## config.mk

```make
export PLATFORM = sky130hd
export DESIGN_NAME = array_double_ended_queue
export DESIGN_NICKNAME = d
export VERILOG_FILES = /design/src/sv/ade_pkg.sv /design/src/sv/ade_front.sv /design/src/sv/ade_cmd_queue.sv /design/src/sv/ade_back.sv /design/src/sv/array_double_ended_queue.sv
export SDC_FILE = /design/constraint.sdc
export NUM_CORES = 1
export LEC_CHECK = 0
export BUFFER_PORTS_ARGS = -buffer_cell sky130_fd_sc_hd__buf_2
export CORE_UTILIZATION = 30
export CTS_CLUSTER_DIAMETER = 40
export DETAILED_ROUTE_END_ITERATION = 8
export PLACE_DENSITY = 0.48
export SLEW_MARGIN = 10
export SYNTH_ARGS = -nofsm -noshare
export SYNTH_HDL_FRONTEND = slang
export SYNTH_SLANG_ARGS = --single-unit
```

## constraint.sdc

```tcl
create_clock -name clk -period 4.25 [get_ports clk]
set_clock_uncertainty 0.2 [all_clocks]
set_input_delay 0.425 -clock clk [delete_from_list [all_inputs] [get_ports clk]]
set_output_delay 0.425 -clock clk [all_outputs]
set_load 0.005 [all_outputs]
```

## src/sv/ade_pkg.sv

```systemverilog
`timescale 1ns / 1ps
`default_nettype none

package ade_pkg;

  localparam int DEPTH_DEF      = 16;
  localparam int DATA_WIDTH_DEF = 32;
  localparam int CAP_W          = 5;
  localparam int PORT_W         = 32;

  localparam logic [CAP_W-1:0] CAP_RESET = 5'd16;

  localparam logic [1:0] FUNC_PUSH_FRONT = 2'd0;
  localparam logic [1:0] FUNC_PUSH_REAR  = 2'd1;
  localparam logic [1:0] FUNC_POP_FRONT  = 2'd2;
  localparam logic [1:0] FUNC_POP_REAR   = 2'd3;

  localparam logic [1:0] ST_OK        = 2'd0;
  localparam logic [1:0] ST_FULL_REAR = 2'd1;
  localparam logic [1:0] ST_NO_FRONT  = 2'd2;
  localparam logic [1:0] ST_EMPTY     = 2'd3;

  // classified operation
  typedef struct packed {
    logic is_push;
    logic at_front;
  } op_t;

  // command queue status
  typedef struct packed {
    logic empty;
    logic full;
  } q_stat_t;

endpackage

`default_nettype wire

```

## src/sv/ade_front.sv

```systemverilog
`timescale 1ns / 1ps
`default_nettype none

module ade_front #(
  parameter int DATA_WIDTH = ade_pkg::DATA_WIDTH_DEF
) (
  input  wire logic                        clk,
  input  wire logic                        rst,
  input  wire logic                        take,
  input  wire logic [1:0]                  func,
  input  wire logic signed [ade_pkg::PORT_W-1:0] push_value,
  input  wire logic                        q_full,
  output logic                             q_wr,
  output ade_pkg::op_t                     q_op,
  output logic [DATA_WIDTH-1:0]            q_data,
  output logic                             holding
);

  logic                  valid;
  ade_pkg::op_t          op;
  logic [DATA_WIDTH-1:0] data;
  ade_pkg::op_t          op_dec;

  always_comb begin
    op_dec.is_push  = (func == ade_pkg::FUNC_PUSH_FRONT) || (func == ade_pkg::FUNC_PUSH_REAR);
    op_dec.at_front = (func == ade_pkg::FUNC_PUSH_FRONT) || (func == ade_pkg::FUNC_POP_FRONT);
  end

  assign q_wr    = valid && !q_full;
  assign q_op    = op;
  assign q_data  = data;
  assign holding = valid;

  always_ff @(posedge clk) begin
    if (rst) begin
      valid <= 1'b0;
    end else if (take && (!valid || q_wr)) begin
      valid <= 1'b1;
    end else if (q_wr) begin
      valid <= 1'b0;
    end
  end

  always_ff @(posedge clk) begin
    if (take && (!valid || q_wr)) begin
      op   <= op_dec;
      data <= DATA_WIDTH'($unsigned(push_value));
    end
  end

endmodule

`default_nettype wire

```

## src/sv/ade_cmd_queue.sv

```systemverilog
`timescale 1ns / 1ps
`default_nettype none

module ade_cmd_queue #(
  parameter int W = 34
) (
  input  wire logic         clk,
  input  wire logic         rst,
  input  wire logic         wr,
  input  wire logic [W-1:0] wr_data,
  input  wire logic         rd,
  output logic [W-1:0]      rd_data,
  output ade_pkg::q_stat_t  stat
);

  logic [W-1:0] slots [2];
  logic         wr_ptr;
  logic         rd_ptr;
  logic [1:0]   count;
  logic         do_wr;
  logic         do_rd;

  assign do_wr      = wr && (count != 2'd2);
  assign do_rd      = rd && (count != 2'd0);
  assign rd_data    = slots[rd_ptr];
  assign stat.empty = (count == 2'd0);
  assign stat.full  = (count == 2'd2);

  always_ff @(posedge clk) begin
    if (rst) begin
      wr_ptr <= 1'b0;
      rd_ptr <= 1'b0;
      count  <= 2'd0;
    end else begin
      if (do_wr) wr_ptr <= !wr_ptr;
      if (do_rd) rd_ptr <= !rd_ptr;
      case ({do_wr, do_rd})
        2'b10:   count <= count + 2'd1;
        2'b01:   count <= count - 2'd1;
        default: count <= count;
      endcase
    end
  end

  always_ff @(posedge clk) begin
    if (do_wr) slots[wr_ptr] <= wr_data;
  end

endmodule

`default_nettype wire

```

## src/sv/ade_back.sv

```systemverilog
`timescale 1ns / 1ps
`default_nettype none

module ade_back #(
  parameter int DEPTH      = ade_pkg::DEPTH_DEF,
  parameter int DATA_WIDTH = ade_pkg::DATA_WIDTH_DEF
) (
  input  wire logic                         clk,
  input  wire logic                         rst,
  input  wire logic [ade_pkg::CAP_W-1:0]    capacity,
  input  wire logic                         q_empty,
  input  wire ade_pkg::op_t                 q_op,
  input  wire logic [DATA_WIDTH-1:0]        q_data,
  output logic                              q_rd,
  output logic                              done,
  output logic signed [ade_pkg::PORT_W-1:0] pop_value,
  output logic [1:0]                        status,
  output logic                              working
);

  localparam int PW = $clog2(DEPTH + 1);
  localparam int AW = $clog2(DEPTH);
  localparam int CW = (PW > ade_pkg::CAP_W) ? PW : ade_pkg::CAP_W;

  logic [DATA_WIDTH-1:0] mem [DEPTH];
  logic [DATA_WIDTH-1:0] rd_q;
  logic [PW-1:0]         front_pos, front_pos_next;
  logic [PW-1:0]         rear_pos, rear_pos_next;
  logic                  pending;
  logic                  pend_pop;
  logic [1:0]            pend_status;

  logic [CW-1:0]         cap_x, eff_cap;
  logic                  mem_we, mem_re, pop_ok;
  logic [AW-1:0]         addr;
  logic [1:0]            st;
  logic                  has_items;

  assign q_rd    = !pending && !q_empty;
  assign working = pending;

  always_comb begin
    cap_x = CW'(capacity);
    if (cap_x == '0) eff_cap = CW'(1);
    else if (cap_x > CW'(DEPTH)) eff_cap = CW'(DEPTH);
    else eff_cap = cap_x;
  end

  assign has_items = front_pos < rear_pos;

  always_comb begin
    mem_we         = 1'b0;
    mem_re         = 1'b0;
    pop_ok         = 1'b0;
    addr           = '0;
    st             = ade_pkg::ST_OK;
    front_pos_next = front_pos;
    rear_pos_next  = rear_pos;
    if (q_op.is_push && q_op.at_front) begin
      if (front_pos != '0) begin
        mem_we         = 1'b1;
        addr           = AW'(front_pos - PW'(1));
        front_pos_next = front_pos - PW'(1);
      end else begin
        st = ade_pkg::ST_NO_FRONT;
      end
    end else if (q_op.is_push) begin
      if (CW'(rear_pos) < eff_cap) begin
        mem_we        = 1'b1;
        addr          = AW'(rear_pos);
        rear_pos_next = rear_pos + PW'(1);
      end else begin
        st = ade_pkg::ST_FULL_REAR;
      end
    end else if (!has_items) begin
      st = ade_pkg::ST_EMPTY;
    end else if (q_op.at_front) begin
      mem_re         = 1'b1;
      pop_ok         = 1'b1;
      addr           = AW'(front_pos);
      front_pos_next = front_pos + PW'(1);
    end else begin
      mem_re        = 1'b1;
      pop_ok        = 1'b1;
      addr          = AW'(rear_pos - PW'(1));
      rear_pos_next = rear_pos - PW'(1);
    end
  end

  always_ff @(posedge clk) begin
    if (rst) begin
      pending   <= 1'b0;
      front_pos <= '0;
      rear_pos  <= '0;
    end else begin
      pending <= q_rd;
      if (q_rd) begin
        front_pos <= front_pos_next;
        rear_pos  <= rear_pos_next;
      end
    end
  end

  always_ff @(posedge clk) begin
    if (q_rd) begin
      pend_pop    <= pop_ok;
      pend_status <= st;
    end
  end

  always_ff @(posedge clk) begin
    if (q_rd && mem_we) mem[addr] <= q_data;
    if (q_rd && mem_re) rd_q <= mem[addr];
  end

  assign done      = pending;
  assign status    = pend_status;
  assign pop_value = pend_pop ? ade_pkg::PORT_W'(signed'(rd_q)) : '1;

endmodule

`default_nettype wire

```

## src/sv/array_double_ended_queue.sv

```systemverilog
`timescale 1ns / 1ps
`default_nettype none

// double-ended queue held in a linear array of DEPTH slots
// command channel: a transaction is taken at a rising edge with start high and
//   busy low; func picks push front, push rear, pop front or pop rear, and
//   push_value carries the data for pushes
// result channel: done is high for one cycle with pop_value and status;
//   the receiver cannot stall, so the result must be taken in that cycle
// latency: done rises in the third cycle after the accepting edge
// throughput: one transaction every four cycles; busy stays high from the
//   accept until done, set by the front register, the command queue and the
//   registered read of the slot memory
// config: cfg_we writes cfg_wdata into capacity (slots in use); capacity 0
//   acts as 1 and values above DEPTH act as DEPTH; write only while idle
// reset: both indices go to the empty position and capacity to 16; the slot
//   memory is not cleared, a pop only reads slots that a push wrote
// status: ok, full at rear, no room at front, empty; pop_value is all ones
//   for pushes and for pops on an empty queue
module array_double_ended_queue #(
  parameter int DEPTH      = ade_pkg::DEPTH_DEF,
  parameter int DATA_WIDTH = ade_pkg::DATA_WIDTH_DEF
) (
  input  wire logic                              clk,
  input  wire logic                              rst,
  input  wire logic                              start,
  output logic                                   busy,
  input  wire logic [1:0]                        func,
  input  wire logic signed [ade_pkg::PORT_W-1:0] push_value,
  output logic                                   done,
  output logic signed [ade_pkg::PORT_W-1:0]      pop_value,
  output logic [1:0]                             status,
  input  wire logic                              cfg_we,
  input  wire logic [ade_pkg::CAP_W-1:0]         cfg_wdata
);

  localparam int QW = $bits(ade_pkg::op_t) + DATA_WIDTH;

  // capacity register
  logic [ade_pkg::CAP_W-1:0] capacity;

  // front to queue
  logic                  f_wr;
  ade_pkg::op_t          f_op;
  logic [DATA_WIDTH-1:0] f_data;
  logic                  f_holding;

  // queue to back
  ade_pkg::q_stat_t      q_stat;
  logic [QW-1:0]         q_out;
  logic                  q_rd;
  logic                  b_working;

  always_ff @(posedge clk) begin
    if (rst) begin
      capacity <= ade_pkg::CAP_RESET;
    end else if (cfg_we) begin
      capacity <= cfg_wdata;
    end
  end

  // one transaction in flight anywhere keeps the block busy
  assign busy = f_holding || !q_stat.empty || b_working;

  ade_front #(
    .DATA_WIDTH(DATA_WIDTH)
  ) u_front (
    .clk       (clk),
    .rst       (rst),
    .take      (start && !busy),
    .func      (func),
    .push_value(push_value),
    .q_full    (q_stat.full),
    .q_wr      (f_wr),
    .q_op      (f_op),
    .q_data    (f_data),
    .holding   (f_holding)
  );

  // short command queue decouples classification from execution
  ade_cmd_queue #(
    .W(QW)
  ) u_queue (
    .clk    (clk),
    .rst    (rst),
    .wr     (f_wr),
    .wr_data({f_op, f_data}),
    .rd     (q_rd),
    .rd_data(q_out),
    .stat   (q_stat)
  );

  ade_back #(
    .DEPTH     (DEPTH),
    .DATA_WIDTH(DATA_WIDTH)
  ) u_back (
    .clk      (clk),
    .rst      (rst),
    .capacity (capacity),
    .q_empty  (q_stat.empty),
    .q_op     (ade_pkg::op_t'(q_out[QW-1:DATA_WIDTH])),
    .q_data   (q_out[DATA_WIDTH-1:0]),
    .q_rd     (q_rd),
    .done     (done),
    .pop_value(pop_value),
    .status   (status),
    .working  (b_working)
  );

endmodule

`default_nettype wire

```

==> qor.yml, run 1 <==
synth:
  yosys.area.top_type: "edfxtp_1"
  ys_ff_latch: 671
  synth_top_family_by_area: "compound AO/OA/AOI/OAI gates"
  synth_area_um2: 26300
  yosysSeqAreaShare_pct: 75.8
  syn_avg_cell_area_um2: 14.3
  synth_edf_count: 649
  synth_xor_area_share_pct: 0.599
  syn-instance-count: 1843
  synthDistinctLibCells: 56
  synth_nets: 1899
  synth-async-reset-ratio_pct: 0
  yosysWarnings: 0
  synth_top_area_share_pct: 74.1
  synthMuxAreaShare_pct: 1.78
  synth-simple-area-share_pct: 7.56
  synthFlopType: "edfxtp_1"
  synth_compound_area_share_pct: 11.2
  synthTopCellsByArea: "edfxtp_1 74%, a21oi_1 5.7%, nand2_1 5.3%, a22oi_1 3.4%, dfxtp_1 1.7%"
  synthAdderAreaFrac_pct: 0.618
place:
  place_ws_ns: 0.518
  dp_hpwl_mm: 38.1
  port_buffers: 78
  place_area_um2: 28400
  gp_congestion: 0.766
grt:
  globalRouteOverflowTotal: 0
  antenna_found_initial: 0
  grt_max_degree: 135
  grt_pass1_wl_mm: 102
  grt_use_total_pct: 15.2
  grt_pass1_vias: 16100
route:
  drt_first_pass_iters: 5
  wl_per_cell_um: 20.8
  postRouteAntennaNets: 0
  drc: 0
  num_vias: 15700
  vias_per_cell: 4.83
  drtIter0Drc: 1274
  drt_wl_total_mm: 67.6
clocking:
  numCtsBuffers: 100
  clk_pin_slew_ns: 0.05
  htreeDepth: 3
  cts_tree: "built"
  post_cts_buffers: 0
  cts_root_buf: "clkbuf_16"
  cts_sinks: 671
  cts_buffer_depth: 3
  clk_latency_ns: 0.64
die:
  coreArea_um2: 86800
  dieHeight_um: 298
  start_util_pct: 30.3
  floorplan.die_area_um2: 88900
  num_rows: 108
  io_pins: 79
  dieWidth_um: 298
sta:
  fmax_ghz: 0.266
  finalHoldViolations: 0
  worstMarginPinSlew_ns: 0.899
  setup_violations: 0
  slew_headroom_pct: 40.1
  drv_slew: 0
  setup_slack_ns: 0.497
  rsz0062_at_grt: "no"
  finalCritPeriodShare_pct: 88.3
  fin_tns_setup_ns: 0
  period_needed_ns: 3.75
  fin_hold_ws_ns: 0.241
critical_path:
  cp_slowest_cell: "dfxtp_1"
  crit_family: "compound AO/OA/AOI/OAI gates"
  arrival_ns: 3.93
  required_ns: 4.42
  path_max_fanout: 17
  slowest_delay_ns: 0.46
  crit_chain: "inv_1 > ha_1 > a21o_1 > a21oi_1 > o211a_1 > a221o_1 > nand2b_2 > buf_4 > a21oi_2 > a22oi_1 > nand2_1"
  critPathBufInv: 2
  critPathKind: "reg2reg"
  endpoint_kind: "flip-flop"
  startpoint_type: "flip-flop"
cells_and_area:
  fillers: 8179
  final_nets: 2076
  n_antenna_cell: 0
  drive_above_1_share_pct: 19.7
  multi_input_area_um2: 5910
  ff_latch_area_um2: 19900
  area_growth_syn_to_layout_pct: 22.9
  final_area_um2: 32300
  fin_util_pct: 37.3
power_and_ir_drop:
  max-vdd-ir-drop_mv: 0.606
  p_leak_nw: 10.6
  power_density_nw_per_um2: 739
flow_run:
  max_cap_viol_count: 0
run_status:
  status: "finished clean"
min_path:
  hold_class: "reg2reg"
[stage by stage]
stage,power (mW),std cells
after global routing,25.2,3257
after CTS,24.2,3257
after detailed placement,15.8,3023
final,23.9,3257
after floorplan,13.5,1843
after global placement,15.7,3023
[Yosys cell counts, types with 2 or more instances]
| master | number |
|---|---|
| a211o_1 | 2 |
| a211oi_2 | 3 |
| a21oi_1 | 300 |
| a21oi_2 | 26 |
| a22oi_1 | 118 |
| a22oi_2 | 9 |
| and2_1 | 3 |
| and3_1 | 3 |
| and3b_1 | 2 |
| buf_1 | 4 |
| buf_2 | 53 |
| buf_4 | 2 |
| buf_6 | 8 |
| clkbuf_1 | 51 |
| dfxtp_1 | 22 |
| edfxtp_1 | 649 |
| ha_1 | 13 |
| inv_1 | 17 |
| mux2_2 | 32 |
| mux2i_1 | 7 |
| nand2_1 | 369 |
| nand2b_1 | 34 |
| nand3_1 | 3 |
| nand4_1 | 2 |
| nor2_1 | 50 |
| nor3_1 | 4 |
| nor4_1 | 5 |
| o211ai_1 | 2 |
| o21ai_0 | 6 |
| o22ai_1 | 2 |
| xnor2_1 | 12 |
| xor2_1 | 6 |
[layer usage]
metal	track usage (%)	part of all wire, %	up-vias
met5	0	0	-
met4	4.93	2.2	0
met3	2.62	4.6	105
met2	24.9	48	380
met1	20.2	45	7991
li1	-	-	7253
[cell families (layout without fill, tap and decap cells)]
family,count (synthesis),after routing
simple gates,483,483
mux,41,41
xor+xnor,18,18
compound gates,481,481
buf+inv,136,395
fa+ha+maj,13,13
flops,671,671
[layout make-up]
type,count,share of cell area (%)
clock buffer,107,7.89
clock inverter,77,2.68
inverter,18,0.209
multi-input combinational,1036,18.3
sequential,671,61.7
tap,1155,4.47
timing repair buffer,193,4.81
[layout by cell type (no fill, tap or decap), types with 4 or more instances in the layout]
master / count
nor2_1: 32
a22oi_1: 118
dfxtp_1: 21
a21oi_1: 300
buf_4: 51
clkinv_4: 8
nand2_1: 369
inv_6: 12
nor2_4: 18
clkinvlp_4: 9
clkinv_1: 12
inv_8: 4
clkbuf_1: 6
dlygate4sd3_1: 50
nand2b_1: 33
nor3_1: 4
clkbuf_16: 101
a22oi_2: 9
a21oi_2: 26
clkinv_2: 15
bufinv_16: 12
mux2_2: 32
nor4_1: 5
ha_1: 13
mux2i_1: 7
xor2_1: 6
buf_2: 78
xnor2_1: 12
o21ai_0: 6
buf_12: 14
edfxtp_1: 649
inv_1: 17
[worst reg2reg max path: stages, from the launching register on]
cell      delay [ns]
dfxtp_1         0.46
inv_1           0.11
ha_1            0.32
a21o_1          0.18
a21oi_1         0.18
o211a_1         0.41
a221o_1         0.37
nand2b_2        0.45
buf_4           0.43
a21oi_2         0.08
a22oi_1         0.22
nand2_1         0.08
[registers in the layout, summed over array words and instances (netlist names), 2 cells and up, named ones only]
signal            cells
u_front.q_data       32
u_back.front_pos      5
u_back.status         2
u_back.rd_q          32
u_queue.slots        68
u_back.rear_pos       5
capacity              5
u_back.mem          512
u_queue.count         2
u_front.q_op          2
[report_power, final]
part	internal (mW)	switching, mW
clock	5.14	3.14
sequential	8.35	0.167
combinational	2.28	4.80
total	15.8	8.10
[final timing paths]
check	startpoint	endpoint	slack (ns)	cells past startpoint
worst min register to register	u_front.q_data[15]	u_queue.slots[1][15]	0.24	0
worst max-delay path	u_back.rear_pos[3]	u_back.rd_q[20]	0.50	11
worst min-delay path	u_front.q_data[15]	u_queue.slots[1][15]	0.24	0
worst max register to register	u_back.rear_pos[3]	u_back.rd_q[20]	0.50	11
[what timing repair did]
item                                   CTS  global route
hold buffers                            50             0
endpoints found under the hold margin   50             0
gates resized for setup                  0             0
No activity file was read; power rests on OpenSTA's default activity.
==> run 2, diff against run 1 <==
--- a/config.mk
+++ b/config.mk
@@ -9,7 +9,7 @@
 export CORE_UTILIZATION = 30
 export CTS_CLUSTER_DIAMETER = 40
 export DETAILED_ROUTE_END_ITERATION = 8
-export PLACE_DENSITY = 0.48
+export PLACE_DENSITY = 0.46
 export SLEW_MARGIN = 10
 export SYNTH_ARGS = -nofsm -noshare
 export SYNTH_HDL_FRONTEND = slang
==> constraint.sdc (replaced) <==
create_clock -name clk -period 4.7 [get_ports clk]
set_clock_uncertainty 0.2 [all_clocks]
set_input_delay 0.47 -clock clk [delete_from_list [all_inputs] [get_ports clk]]
set_output_delay 0.47 -clock clk [all_outputs]
set_load 0.005 [all_outputs]
==> run 2 against run 1 <==
  * Combinational power down 8.2%
  * Maximum frequency fell by 3.9%
  * Die area stayed put
  * Routed wire length grew 0.13%
  * Global-route usage about the same
  * Non-clock buffer count fell by 19
  * Sequential cell count did not move
  * Via count down 0.81%
  * Power is 7.7% lower
  * Largest power group is now the clock network
==> qor.yml, run 2 (synthesis gave the netlist of run 1 again) <==
run_status:
  status: "finished clean"
place:
  dp_hpwl_mm: 37.8
  gp_congestion: 0.762
  dp.cells: 3009
  port_buffers: 78
critical_path:
  arrival_ns: 3.98
  cp_slowest_cell: "dfxtp_1"
  endpoint_kind: "flip-flop"
  critPathBufInv: 2
  startpoint_type: "flip-flop"
  required_ns: 4.78
  cp.depth: 9
  crit_chain: "inv_1 > ha_1 > a21o_1 > a21oi_1 > o211a_1 > a211o_4 > nand2_1 > nor2_4 > buf_4"
  path_max_fanout: 37
  slowest_delay_ns: 0.56
  crit_family: "compound AO/OA/AOI/OAI gates"
  r2r_cells: 9
  critPathKind: "reg2reg"
power_and_ir_drop:
  p_leak_nw: 10.6
  p_sw_mw: 7.52
  combPwrFrac_pct: 29.5
  power_density_nw_per_um2: 682
  clkPwrFrac_pct: 35.4
  seq_power_share_pct: 35.1
  max-vdd-ir-drop_mv: 0.503
  power.internal_mw: 14.5
  p_sw_share_pct: 34.1
flow_run:
  max_cap_viol_count: 0
route:
  wl_met1_mm: 30.6
  drt_wl_total_mm: 67.7
  vias_per_cell: 4.80
  wl_per_cell_um: 20.8
  postRouteAntennaNets: 0
  drt_first_pass_iters: 5
  drc: 0
  met3WireLength_mm: 2.76
  drtIter0Drc: 1066
  num_vias: 15600
  wl_met2_mm: 33.1
  routed.top_layer: "met4"
grt:
  grt_max_degree: 127
  antenna_found_initial: 1
  grt_pass1_wl_mm: 102
  globalRouteOverflowTotal: 0
  grt_pass1_vias: 16300
  grt_use_total_pct: 15.2
sta:
  finalCritPeriodShare_pct: 83.1
  fin_tns_setup_ns: 0
  finalHoldViolations: 0
  drv_slew: 0
  setup_violations: 0
  worstMarginPinSlew_ns: 1.11
  fin_hold_ws_ns: 0.0339
  period_needed_ns: 3.90
  rsz0062_at_grt: "no"
  fmax_ghz: 0.256
  slew_headroom_pct: 26.1
clocking:
  htreeDepth: 3
  cts_root_buf: "clkbuf_16"
  numCtsBuffers: 108
  cts_sinks: 671
  cts_buffer_depth: 3
  clk_latency_ns: 0.66
  cts_tree: "built"
  clk_pin_slew_ns: 0.06
  post_cts_buffers: 0
cells_and_area:
  reg.largest.list: "u_back.mem x512, u_queue.slots x68"
  fin_cells: 3253
  area_growth_syn_to_layout_pct: 22.9
  top_register: "u_back.mem"
  final_nets: 2065
  fin_util_pct: 37.3
  n_antenna_cell: 0
  largest_reg_flops: 512
  final_common_cell: "edfxtp_1"
  layout_common_cells: "649 x edfxtp_1, 369 x nand2_1, 300 x a21oi_1"
  drive_above_1_share_pct: 19.6
min_path:
  hold_depth: 2
  hold_class: "in2reg"
die:
  coreArea_um2: 86800
  dieWidth_um: 298
  dieHeight_um: 298
  floorplan.die_area_um2: 88900
  start_util_pct: 30.3
  io_pins: 79
  num_rows: 108
## run 2: cell count changes in the layout (fill, tap and decap cells not counted), moves of 2 or more
| cell | previous run | this run |
|---|---|---|
| clkinv_8 | 3 | 0 |
| dlygate4sd3_1 | 50 | 45 |
| clkinv_4 | 8 | 13 |
| bufinv_16 | 12 | 10 |
| clkinv_2 | 15 | 12 |
| clkbuf_16 | 101 | 109 |
| inv_8 | 4 | 6 |
| inv_6 | 12 | 17 |
| buf_4 | 51 | 39 |
| clkbuf_1 | 6 | 11 |
| buf_12 | 14 | 11 |
## run 2: timing repair
action,CTS,global route
hold buffers,45,0
resized for setup,0,0
endpoints found under the hold margin,39,0
## run 2: final cells by class
class                   count  area, um2
clock buffers             120       2770
repair buffers            174       1380
fillers                  8252      54400
well taps                1155       1450
clock inverters            79        832
inverters                  18       67.6
multi-input cells        1036       5910
flip-flops and latches    671      19900
## run 2: power groups by stage
stage	clock network, mW	registers [mW]	logic (mW)
after floorplan	0	7.77	4.43
after global placement	0	7.88	6.50
after detailed placement	0	7.86	6.61
after CTS	7.97	7.75	6.66
after global routing	8.21	7.78	7.24
final	7.80	7.74	6.50
## run 2: layer usage
layer | global-route usage [%] | up-vias
met4 | 4.70 | 0
met3 | 2.45 | 94
met1 | 20.0 | 7961
met5 | 0 | -
met2 | 25.5 | 304
li1 | - | 7242
## run 2: final timing paths
path / start / to / slack [ns]
max: u_back.rear_pos[2] / u_back.mem[7][3] / 0.80
min: rst / capacity[1] / 0.03
max reg2reg: u_back.rear_pos[2] / u_back.mem[7][3] / 0.80
min reg2reg: u_front.q_data[20] / u_queue.slots[1][20] / 0.24
## run 2: stage by stage
stage          instance area, um2  power [mW]  worst slack (ns)
6_report                    32300        22.0             0.796
5_1_grt                     32300        23.2             0.602
4_1_cts                     32300        22.4             0.765
3_5_place_dp                28300        14.5             0.783
3_3_place_gp                28300        14.4             0.849
2_1_floorplan               26300        12.2             0.360
## run 2: worst register-to-register path, stage by stage (launching register included)
cell	delay, ns
dfxtp_1	0.56
inv_1	0.15
ha_1	0.23
a21o_1	0.16
a21oi_1	0.18
o211a_1	0.42
a211o_4	0.54
nand2_1	0.40
nor2_4	0.17
buf_4	0.51
